$ cat config.mk
export PLATFORM = sky130hd
export DESIGN_NAME = psg_tone_noise_generator
export DESIGN_NICKNAME = d
export VERILOG_FILES = /design/src/design/psgt_pkg.sv /design/src/design/psgt_decode.sv /design/src/design/psgt_queue.sv /design/src/design/psgt_engine.sv /design/src/design/psg_tone_noise_generator.sv
export VERILOG_INCLUDE_DIRS = /design/src /design/src/design
export SDC_FILE = /design/constraint.sdc
export NUM_CORES = 1
export LEC_CHECK = 0
export ABC_AREA = 1
export BUFFER_PORTS_ARGS = -buffer_cell sky130_fd_sc_hd__clkbuf_2
export CAP_MARGIN = 20
export CORE_AREA = 2 2 172 174
export CTS_CLUSTER_SIZE = 14
export DETAILED_ROUTE_END_ITERATION = 10
export DIE_AREA = 0 0 174 176
export GPL_ROUTABILITY_DRIVEN = 0
export PLACE_DENSITY = 0.73
export SYNTH_ARGS = -nofsm -noshare
export SYNTH_HDL_FRONTEND = slang
export SYNTH_SLANG_ARGS = --single-unit
export TNS_END_PERCENT = 10
$ cat constraint.sdc
create_clock -name clock -period 7.7 [get_ports clock]
set_input_delay 0.77 -clock clock [delete_from_list [all_inputs] [get_ports clock]]
set_output_delay 0.77 -clock clock [all_outputs]
set_load 0.1 [all_outputs]
$ cat src/design/assert_macros.svh
// assertion macros for the tone/noise generator
// no dependencies; included by the top level only
`ifndef ASSERT_MACROS_SVH
`define ASSERT_MACROS_SVH

// same-cycle implication under synchronous reset
`define PSG_ASSERT_IMP(lbl, clk, rst, ante, cons, msg) \
   lbl: assert property (@(posedge clk) disable iff (rst) (ante) |-> (cons)) \
      else $error(msg);

// next-cycle implication under synchronous reset
`define PSG_ASSERT_NXT(lbl, clk, rst, ante, cons, msg) \
   lbl: assert property (@(posedge clk) disable iff (rst) (ante) |=> (cons)) \
      else $error(msg);

`endif

$ cat src/design/psgt_pkg.sv
// types, constants and level functions for the tone/noise generator
// no dependencies; used by every module of the block
`timescale 1ns / 1ps

package psgt_pkg;

   localparam int NUM_CH      = 4;
   localparam int NUM_TONES   = 3;
   localparam int PERIOD_W    = 10;
   localparam int CNT_W       = 14;
   localparam int LFSR_W      = 16;
   localparam int LEVEL_W     = 11;
   localparam int QUEUE_DEPTH = 2;
   localparam int QPTR_W      = 1;
   localparam int QCNT_W      = 2;

   localparam logic [7:0]         ADDR_NOISE_CTRL = 8'h06;
   localparam logic [7:0]         ADDR_PERIOD_HI  = 8'h4E;
   localparam logic [7:0]         ADDR_STEREO     = 8'h4F;
   localparam logic [LFSR_W-1:0]  LFSR_SEED       = 16'h8000;
   localparam logic [LFSR_W-1:0]  TAPS_RESET      = 16'h0009;
   localparam logic [LEVEL_W-1:0] LEVEL_MAX       = 11'd1516;
   localparam logic [3:0]         ATTEN_SILENT    = 4'hF;
   localparam logic [PERIOD_W-1:0] NOISE_P_RATE0  = 10'h010;
   localparam logic [PERIOD_W-1:0] NOISE_P_RATE1  = 10'h020;
   localparam logic [PERIOD_W-1:0] NOISE_P_RATE2  = 10'h040;

   typedef enum logic [2:0] {
      OP_NONE,
      OP_TICK,
      OP_PERIOD_LO,
      OP_PERIOD_HI,
      OP_ATTEN,
      OP_NOISE_CTRL,
      OP_STEREO
   } op_type;

   typedef struct packed {
      op_type     op;
      logic [1:0] chan;
      logic [7:0] data;
   } cmd_type;

   typedef struct packed {
      logic              full;
      logic              empty;
      logic [QCNT_W-1:0] count;
   } queue_status_type;

   function automatic logic [LEVEL_W-1:0] level_lookup(input logic [3:0] atten);
      logic [LEVEL_W-1:0] v;
      case (atten)
         4'd0:    v = 11'd1516;
         4'd1:    v = 11'd1205;
         4'd2:    v = 11'd957;
         4'd3:    v = 11'd760;
         4'd4:    v = 11'd603;
         4'd5:    v = 11'd479;
         4'd6:    v = 11'd381;
         4'd7:    v = 11'd303;
         4'd8:    v = 11'd240;
         4'd9:    v = 11'd191;
         4'd10:   v = 11'd152;
         4'd11:   v = 11'd120;
         4'd12:   v = 11'd96;
         4'd13:   v = 11'd76;
         4'd14:   v = 11'd60;
         default: v = 11'd0;
      endcase
      return v;
   endfunction

   // average of left and right: full value with both sides on, half with one
   function automatic logic [LEVEL_W-1:0] mix_level(input logic [3:0] atten,
                                                    input logic [1:0] stereo,
                                                    input logic       on);
      logic [LEVEL_W-1:0] v;
      logic [LEVEL_W-1:0] r;
      v = on ? level_lookup(atten) : '0;
      case (stereo)
         2'b11:   r = v;
         2'b10,
         2'b01:   r = v >> 1;
         default: r = '0;
      endcase
      return r;
   endfunction

endpackage

$ cat src/design/psgt_decode.sv
// front end: classifies each request word into an engine command
// depends on psgt_pkg
`timescale 1ns / 1ps

module psgt_decode
   import psgt_pkg::*;
(
   input  logic       mode,
   input  logic [7:0] address,
   input  logic [7:0] data,
   output cmd_type    cmd
);

   always_comb begin
      cmd.chan = address[2:1];
      cmd.data = data;
      if (mode) begin
         cmd.op = OP_TICK;
      end else begin
         case (address) inside
            8'h00, 8'h02, 8'h04:        cmd.op = OP_PERIOD_LO;
            8'h01, 8'h03, 8'h05, 8'h07: cmd.op = OP_ATTEN;
            ADDR_NOISE_CTRL:            cmd.op = OP_NOISE_CTRL;
            ADDR_PERIOD_HI:             cmd.op = OP_PERIOD_HI;
            ADDR_STEREO:                cmd.op = OP_STEREO;
            default:                    cmd.op = OP_NONE;
         endcase
      end
   end

endmodule

$ cat src/design/psgt_queue.sv
// short command queue between decode and engine, first word visible at the head
// depends on psgt_pkg
`timescale 1ns / 1ps

module psgt_queue
   import psgt_pkg::*;
(
   input  logic             clock,
   input  logic             reset,
   input  logic             push,
   input  cmd_type          push_cmd,
   input  logic             pop,
   output cmd_type          head_cmd,
   output queue_status_type status
);

   cmd_type           mem [QUEUE_DEPTH];
   logic [QPTR_W-1:0] wr_ptr_ff, wr_ptr_in;
   logic [QPTR_W-1:0] rd_ptr_ff, rd_ptr_in;
   logic [QCNT_W-1:0] count_ff, count_in;

   always_comb begin
      wr_ptr_in = wr_ptr_ff;
      rd_ptr_in = rd_ptr_ff;
      count_in  = count_ff;
      if (push) begin
         wr_ptr_in = (wr_ptr_ff == QPTR_W'(QUEUE_DEPTH - 1)) ? '0 : wr_ptr_ff + 1'b1;
      end
      if (pop) begin
         rd_ptr_in = (rd_ptr_ff == QPTR_W'(QUEUE_DEPTH - 1)) ? '0 : rd_ptr_ff + 1'b1;
      end
      if (push && !pop) begin
         count_in = count_ff + 1'b1;
      end else if (pop && !push) begin
         count_in = count_ff - 1'b1;
      end
   end

   always_ff @(posedge clock) begin
      if (reset) begin
         wr_ptr_ff <= '0;
         rd_ptr_ff <= '0;
         count_ff  <= '0;
      end else begin
         wr_ptr_ff <= wr_ptr_in;
         rd_ptr_ff <= rd_ptr_in;
         count_ff  <= count_in;
      end
   end

   always_ff @(posedge clock) begin
      if (push) begin
         mem[wr_ptr_ff] <= push_cmd;
      end
   end

   assign head_cmd     = mem[rd_ptr_ff];
   assign status.count = count_ff;
   assign status.full  = (count_ff == QCNT_W'(QUEUE_DEPTH));
   assign status.empty = (count_ff == '0);

endmodule

$ cat src/design/psgt_engine.sv
// back end: chip registers, four down counters, lfsr and held output levels
// depends on psgt_pkg; the held levels double as the response register
`timescale 1ns / 1ps

module psgt_engine
   import psgt_pkg::*;
(
   input  logic                clock,
   input  logic                reset,
   input  logic                csr_wr_en,
   input  logic [LFSR_W-1:0]   csr_wr_data,
   input  logic                cmd_valid,
   input  cmd_type             cmd,
   output logic                cmd_pop,
   output logic                rsp_valid,
   input  logic                rsp_ready,
   output logic [LEVEL_W-1:0]  level [NUM_CH]
);

   logic [LFSR_W-1:0]   taps_ff;
   logic [PERIOD_W-1:0] period_ff  [NUM_TONES];
   logic [PERIOD_W-1:0] period_in  [NUM_TONES];
   logic [3:0]          atten_ff   [NUM_CH];
   logic [3:0]          atten_in   [NUM_CH];
   logic [1:0]          stereo_ff  [NUM_CH];
   logic [1:0]          stereo_in  [NUM_CH];
   logic [CNT_W-1:0]    cnt_ff     [NUM_CH];
   logic [CNT_W-1:0]    cnt_in     [NUM_CH];
   logic                phase_ff   [NUM_CH];
   logic                phase_in   [NUM_CH];
   logic [LEVEL_W-1:0]  held_ff    [NUM_CH];
   logic [LEVEL_W-1:0]  held_in    [NUM_CH];
   logic [LFSR_W-1:0]   lfsr_ff, lfsr_in;
   logic [1:0]          rate_ff, rate_in;
   logic                white_ff, white_in;
   logic [1:0]          latch_ff, latch_in;
   logic                valid_ff, valid_in;

   logic [PERIOD_W-1:0] eff_period [NUM_CH];
   logic                reload     [NUM_CH];
   logic                fb;
   logic [LFSR_W-1:0]   lfsr_shift;

   assign cmd_pop = cmd_valid && (!valid_ff || rsp_ready);

   // reload period per channel, zero tone period counts as one
   always_comb begin
      for (int i = 0; i < NUM_TONES; i++) begin
         eff_period[i] = (period_ff[i] == '0) ? PERIOD_W'(1) : period_ff[i];
      end
      case (rate_ff)
         2'd0:    eff_period[NUM_CH-1] = NOISE_P_RATE0;
         2'd1:    eff_period[NUM_CH-1] = NOISE_P_RATE1;
         2'd2:    eff_period[NUM_CH-1] = NOISE_P_RATE2;
         default: eff_period[NUM_CH-1] = eff_period[NUM_TONES-1];
      endcase
      for (int i = 0; i < NUM_CH; i++) begin
         reload[i] = (cnt_ff[i] <= CNT_W'(1));
      end
   end

   assign fb         = white_ff ? ^(lfsr_ff & taps_ff) : lfsr_ff[0];
   assign lfsr_shift = {fb, lfsr_ff[LFSR_W-1:1]};

   always_comb begin
      period_in = period_ff;
      atten_in  = atten_ff;
      stereo_in = stereo_ff;
      cnt_in    = cnt_ff;
      phase_in  = phase_ff;
      held_in   = held_ff;
      lfsr_in   = lfsr_ff;
      rate_in   = rate_ff;
      white_in  = white_ff;
      latch_in  = latch_ff;
      valid_in  = valid_ff;
      if (rsp_ready) begin
         valid_in = 1'b0;
      end
      if (cmd_pop) begin
         valid_in = 1'b1;
         case (cmd.op)
            OP_TICK: begin
               for (int i = 0; i < NUM_CH; i++) begin
                  if (reload[i]) begin
                     cnt_in[i]   = {eff_period[i], 4'b0000} - CNT_W'(1)
                                   + {{(CNT_W-1){1'b0}}, cnt_ff[i][0]};
                     phase_in[i] = !phase_ff[i];
                  end else begin
                     cnt_in[i] = cnt_ff[i] - CNT_W'(1);
                  end
               end
               for (int i = 0; i < NUM_TONES; i++) begin
                  if (reload[i]) begin
                     held_in[i] = mix_level(atten_ff[i], stereo_ff[i], !phase_ff[i]);
                  end
               end
               // noise shifts only when its phase turns active
               if (reload[NUM_CH-1] && !phase_ff[NUM_CH-1]) begin
                  lfsr_in = lfsr_shift;
                  held_in[NUM_CH-1] = mix_level(atten_ff[NUM_CH-1], stereo_ff[NUM_CH-1],
                                                lfsr_shift[0]);
               end
            end
            OP_PERIOD_LO: begin
               latch_in = cmd.chan;
               if (cmd.chan < 2'(NUM_TONES)) begin
                  period_in[cmd.chan] = {period_ff[cmd.chan][PERIOD_W-1:4], cmd.data[3:0]};
               end
            end
            OP_PERIOD_HI: begin
               if (latch_ff < 2'(NUM_TONES)) begin
                  period_in[latch_ff] = {cmd.data[5:0], period_ff[latch_ff][3:0]};
               end
            end
            OP_ATTEN: begin
               atten_in[cmd.chan] = cmd.data[3:0];
            end
            OP_NOISE_CTRL: begin
               rate_in  = cmd.data[1:0];
               white_in = cmd.data[2];
               lfsr_in  = LFSR_SEED;
            end
            OP_STEREO: begin
               for (int i = 0; i < NUM_CH; i++) begin
                  stereo_in[i] = {cmd.data[4+i], cmd.data[i]};
               end
            end
            default: begin
            end
         endcase
      end
   end

   always_ff @(posedge clock) begin
      if (reset) begin
         taps_ff  <= TAPS_RESET;
         lfsr_ff  <= LFSR_SEED;
         rate_ff  <= '0;
         white_ff <= 1'b1;
         latch_ff <= '0;
         valid_ff <= 1'b0;
         for (int i = 0; i < NUM_TONES; i++) begin
            period_ff[i] <= '0;
         end
         for (int i = 0; i < NUM_CH; i++) begin
            atten_ff[i]  <= ATTEN_SILENT;
            stereo_ff[i] <= 2'b11;
            cnt_ff[i]    <= '0;
            phase_ff[i]  <= 1'b1;
            held_ff[i]   <= '0;
         end
      end else begin
         if (csr_wr_en) begin
            taps_ff <= csr_wr_data;
         end
         lfsr_ff   <= lfsr_in;
         rate_ff   <= rate_in;
         white_ff  <= white_in;
         latch_ff  <= latch_in;
         valid_ff  <= valid_in;
         period_ff <= period_in;
         atten_ff  <= atten_in;
         stereo_ff <= stereo_in;
         cnt_ff    <= cnt_in;
         phase_ff  <= phase_in;
         held_ff   <= held_in;
      end
   end

   assign rsp_valid = valid_ff;
   assign level     = held_ff;

endmodule

$ cat src/design/psg_tone_noise_generator.sv
// channel   | handshake            | word contents
// req_      | tvalid/tready        | tuser: mode; tdata: address, data
// rsp_      | tvalid/tready        | tdata: tone1, tone2, tone3, noise levels
// csr_      | wr_en, no wait       | wr_data: lfsr feedback tap mask
//
// one word per cycle sustained while responses are taken; a request is answered
// after it passes the two-entry queue and the engine writes its response register.
// every command executes when it is popped; the response register is the
// held-level state, so it only advances once any pending response is taken.
// reset is synchronous and restores all chip registers, counters and the lfsr.
// a stalled response backs up into the queue, then deasserts req_tready.
`timescale 1ns / 1ps
`include "assert_macros.svh"

module psg_tone_noise_generator
   import psgt_pkg::*;
(
   input  logic        clock,
   input  logic        reset,
   input  logic        csr_wr_en,
   input  logic [15:0] csr_wr_data,
   input  logic        req_tvalid,
   output logic        req_tready,
   input  logic [15:0] req_tdata,   // [7:0] address, [15:8] data
   input  logic        req_tuser,   // [0] mode
   output logic        rsp_tvalid,
   input  logic        rsp_tready,
   output logic [47:0] rsp_tdata    // [10:0] tone1, [21:11] tone2, [32:22] tone3,
                                    // [43:33] noise, [47:44] zero
);

   cmd_type            dec_cmd;
   cmd_type            head_cmd;
   queue_status_type   q_stat;
   logic               q_push;
   logic               q_pop;
   logic [LEVEL_W-1:0] level [NUM_CH];

   psgt_decode u_decode (
      .mode    (req_tuser),
      .address (req_tdata[7:0]),
      .data    (req_tdata[15:8]),
      .cmd     (dec_cmd)
   );

   assign req_tready = !q_stat.full;
   assign q_push     = req_tvalid && req_tready;

   psgt_queue u_queue (
      .clock    (clock),
      .reset    (reset),
      .push     (q_push),
      .push_cmd (dec_cmd),
      .pop      (q_pop),
      .head_cmd (head_cmd),
      .status   (q_stat)
   );

   psgt_engine u_engine (
      .clock       (clock),
      .reset       (reset),
      .csr_wr_en   (csr_wr_en),
      .csr_wr_data (csr_wr_data),
      .cmd_valid   (!q_stat.empty),
      .cmd         (head_cmd),
      .cmd_pop     (q_pop),
      .rsp_valid   (rsp_tvalid),
      .rsp_ready   (rsp_tready),
      .level       (level)
   );

   assign rsp_tdata = {4'b0000, level[3], level[2], level[1], level[0]};

   `PSG_ASSERT_IMP(a_pop_nonempty, clock, reset, q_pop, !q_stat.empty, "pop from empty queue")
   `PSG_ASSERT_NXT(a_pop_gives_rsp, clock, reset, q_pop, rsp_tvalid, "executed word without response")
   `PSG_ASSERT_NXT(a_queue_count, clock, reset, q_push && !q_pop, q_stat.count == $past(q_stat.count) + 1'b1, "queue count lost a push")
   `PSG_ASSERT_IMP(a_level_range, clock, reset, rsp_tvalid, level[0] <= LEVEL_MAX && level[1] <= LEVEL_MAX && level[2] <= LEVEL_MAX && level[3] <= LEVEL_MAX, "level out of range")

endmodule

==> run_results.csv <==
group,metric,value,unit
global_route,antenna_found_initial,0,
final_layout,num-nets-final,2175,
worst_setup_path,cp-end-kind,"register",
worst_setup_path,crit_type,"reg -> reg",
clocking,cts_tree,"done",
clocking,post_cts_resized,0,
timing,finalWorstSetupSlack,4.07,ns
final_layout,drive_above_1_share,0.0938,
timing,rsz0062_at_grt,"false",
logic_synthesis,syn_area_per_cell,7.01,sq um
logic_synthesis,yosysSeqAreaShare,0.399,
timing,post-route-min-period,3.63,ns
timing,tns,0,ns
placement,placed_cell_area,15000,sq um
global_route,grt_pass1_wl,58900,um
worst_setup_path,worstPathArrival,4.08,ns
power_and_ir_drop,max-vdd-ir-drop,0.249,mV
detailed_routing,drt_iter0_markers,1072,
worst_setup_path,cp_max_fo,25,
clocking,clk_pin_slew,0.06,ns
timing,worstMarginPinSlew,1.07,ns
clocking,hold_buffers,0,
logic_synthesis,synth_cell_types,49,
final_layout,final_cell_area,16000,sq um
worst_setup_path,crit_required,8.15,ns
global_route,grt_max_degree,73,
die,start_util,0.500,
timing,finalCritPeriodShare,0.471,
die,num_io_pins,88,
hold_path,hold_start,"req_tdata[9]",
flow_run,maxCapViolCount,0,
worst_setup_path,start_kind,"register",
detailed_routing,vias,13600,
detailed_routing,firstDrtPassIters,7,
global_route,grt_usage,0.226,
power_and_ir_drop,leakage,7.29,nW
clocking,cts_max_level,1,
die,coreArea,28500,sq um
final_layout,fin_util,0.561,
timing,hold_ws,0.408,ns
clocking,cts.sinks,271,
timing,drv_slew,0,
final_layout,antenna_cells,0,
detailed_routing,ant_nets,0,
placement,dp_hpwl,24800,um
hold_path,hp-class,"in -> reg",
logic_synthesis,syn-instance-count,2034,
timing,hold_viol,0,
hold_path,hold_path_end,"u_queue.mem[1][1]",
run_status,status,"finished, final reports clean",
placement,dp_slack,3.66,ns
die,die_x,174,um
detailed_routing,post_drt_via_cell_ratio,5.43,
clocking,clkLatencyLatePin,0.56,ns
die,row_count,62,
hold_path,holdPathStages,1,
clocking,clk_path_buf_depth,3,
detailed_routing,routedWlPerCell,14.3,um
global_route,grt_overflow_total,0,
logic_synthesis,yosys_warnings,0,
die,dieArea,30600,sq um
final_layout,area_growth,12.4,%
final_layout,fillers,2734,
timing,relSlewSlack,0.278,
worst_setup_path,ff2ff_path_depth,11,
die,dieHeight,176,um
clocking,cts_buffers,30,
logic_synthesis,ys_seq_elements,271,
detailed_routing,routed_wl,35700,um
power_and_ir_drop,power_density,424,nW/um^2
global_route,first_global_vias,12500,
worst_setup_path,reg2reg_setup_slack,4.07,ns
placement,port_buffers,83,
timing,skew,0.0149,ns
clocking,cts_setup_buffers,0,
timing,fmax,0.275,GHz
clocking,cts_root_buffer,"clkbuf_16",
logic_synthesis,synth_area,14300,sq um
timing,setup-violations-final,0,
detailed_routing,drcViolationCount,0,
[report_power, final]
| part | internal, mW | switching [mW] | total (mW) |
|---|---|---|---|
| Clock | 0.950 | 0.585 | 1.53 |
| Sequential | 1.72 | 0.236 | 1.95 |
| Combinational | 0.988 | 2.32 | 3.31 |
| Total | 3.66 | 3.14 | 6.80 |
[critical path, stage by stage, from the launching register on]
cell and delay [ns]:
dfxtp_1 0.93, o21ai_0 0.36, inv_1 0.19, nand4_1 0.57, nand2_1 0.22, nand2_1 0.09
nor2_2 0.25, inv_1 0.16, ha_1 0.31, or2_2 0.31, nand2_1 0.07, nand2_1 0.05
[metal layers]
metal | GRT usage | vias up | wire (um)
met4 | 0.0571 | 0 | 601
li1 | - | 6863 | -
met5 | 0 | - | 0
met3 | 0.0299 | 51 | 1900
met1 | 0.296 | 6302 | 16200
met2 | 0.396 | 341 | 17000
[area by class of cell]
cell class / instances / area (sq um) / share of cell area
Multi-Input combinational cell: 1480 / 7470 / 0.466
Sequential cell: 271 / 5690 / 0.355
Clock buffer: 37 / 817 / 0.0510
Inverter: 212 / 797 / 0.0497
Timing Repair Buffer: 97 / 527 / 0.0329
Tap cell: 384 / 480 / 0.0300
Clock inverter: 15 / 246 / 0.0154
[cells in the mapped netlist (all sizes together)]
master / instances / area [sq um]
a21oi: 145 / 729
o31ai: 3 / 22.5
nor4: 2 / 12.5
dfxtp: 245 / 4900
nand2: 486 / 1840
clkinv: 7 / 26.3
edfxtp: 26 / 781
nand3: 174 / 896
nor3: 23 / 126
nand4: 28 / 175
buf: 26 / 145
clkbuf: 48 / 180
a32o: 2 / 20.0
a211oi: 7 / 52.6
a221oi: 10 / 87.6
xor2: 27 / 236
nor2: 227 / 882
o211ai: 20 / 150
conb: 1 / 3.75
nand3b: 4 / 30.0
o22ai: 14 / 87.6
and2: 2 / 12.5
a311oi: 9 / 78.8
inv: 205 / 769
o21ai: 171 / 882
o21a: 2 / 15.0
mux2i: 2 / 20.0
xnor2: 18 / 158
a32oi: 3 / 26.3
a22o: 1 / 8.76
a22oi: 8 / 60.1
a31oi: 28 / 181
or2: 15 / 93.8
ha: 45 / 563
[placed cells by master (no fill, tap or decap), types with 3 or more instances in the layout]
master / Yosys / layout
o21ai_0: 157 / 157
a31oi_1: 27 / 27
clkbuf_16: 0 / 30
a221oi_1: 10 / 10
o21ai_2: 4 / 4
nor3_1: 22 / 21
clkbuf_1: 48 / 3
dfxtp_1: 245 / 245
nand3b_1: 4 / 4
a311oi_1: 9 / 9
o22ai_1: 14 / 14
inv_2: 13 / 12
nand3_1: 169 / 169
a22oi_1: 8 / 8
nand2_1: 479 / 479
edfxtp_1: 26 / 26
clkinv_1: 7 / 9
nor2_1: 219 / 219
clkinv_2: 0 / 4
a32oi_1: 3 / 3
conb_1: 1 / 4
o31ai_1: 3 / 3
bufinv_16: 0 / 6
a211oi_1: 7 / 7
clkbuf_2: 0 / 82
buf_4: 8 / 14
inv_1: 192 / 192
nor2_2: 6 / 6
nand3_2: 5 / 5
nand2_2: 7 / 7
clkbuf_8: 0 / 4
nand4_1: 28 / 28
xor2_1: 27 / 27
ha_1: 45 / 45
or2_2: 12 / 12
o211ai_1: 20 / 20
o21ai_1: 9 / 9
xnor2_1: 18 / 18
a21oi_1: 144 / 144
[per-stage QoR]
step / power, mW / cells
finish: 6.80 / 2496
global route: 7.33 / 2496
CTS: 6.79 / 2495
detailed placement: 5.23 / 2443
global placement: 5.17 / 2442
floorplan: 4.50 / 2037
[worst max path at each step]
stage	start	end	slack, ns	cells after the start
floorplan	u_engine.rsp_valid	register	4.54	15
global placement	reset	register	3.69	9
detailed placement	reset	register	3.66	8
CTS	register	register	4.08	11
global route	register	register	3.75	11
finish	register	register	4.07	11
[logic make-up after synthesis]
logic type / after synthesis / share of synthesized area
AOI/OAI and AO/OA: 423 / 0.168
adders and majority gates: 45 / 0.0395
muxes: 2 / 0.00140
other: 1 / 0.000263
and+or+nand+nor: 961 / 0.285
buffers and inverters: 286 / 0.0786
xor gates and xnor gates: 45 / 0.0276
DFF: 271 / 0.399
Note: power is estimated with default switching activity, not from simulation.
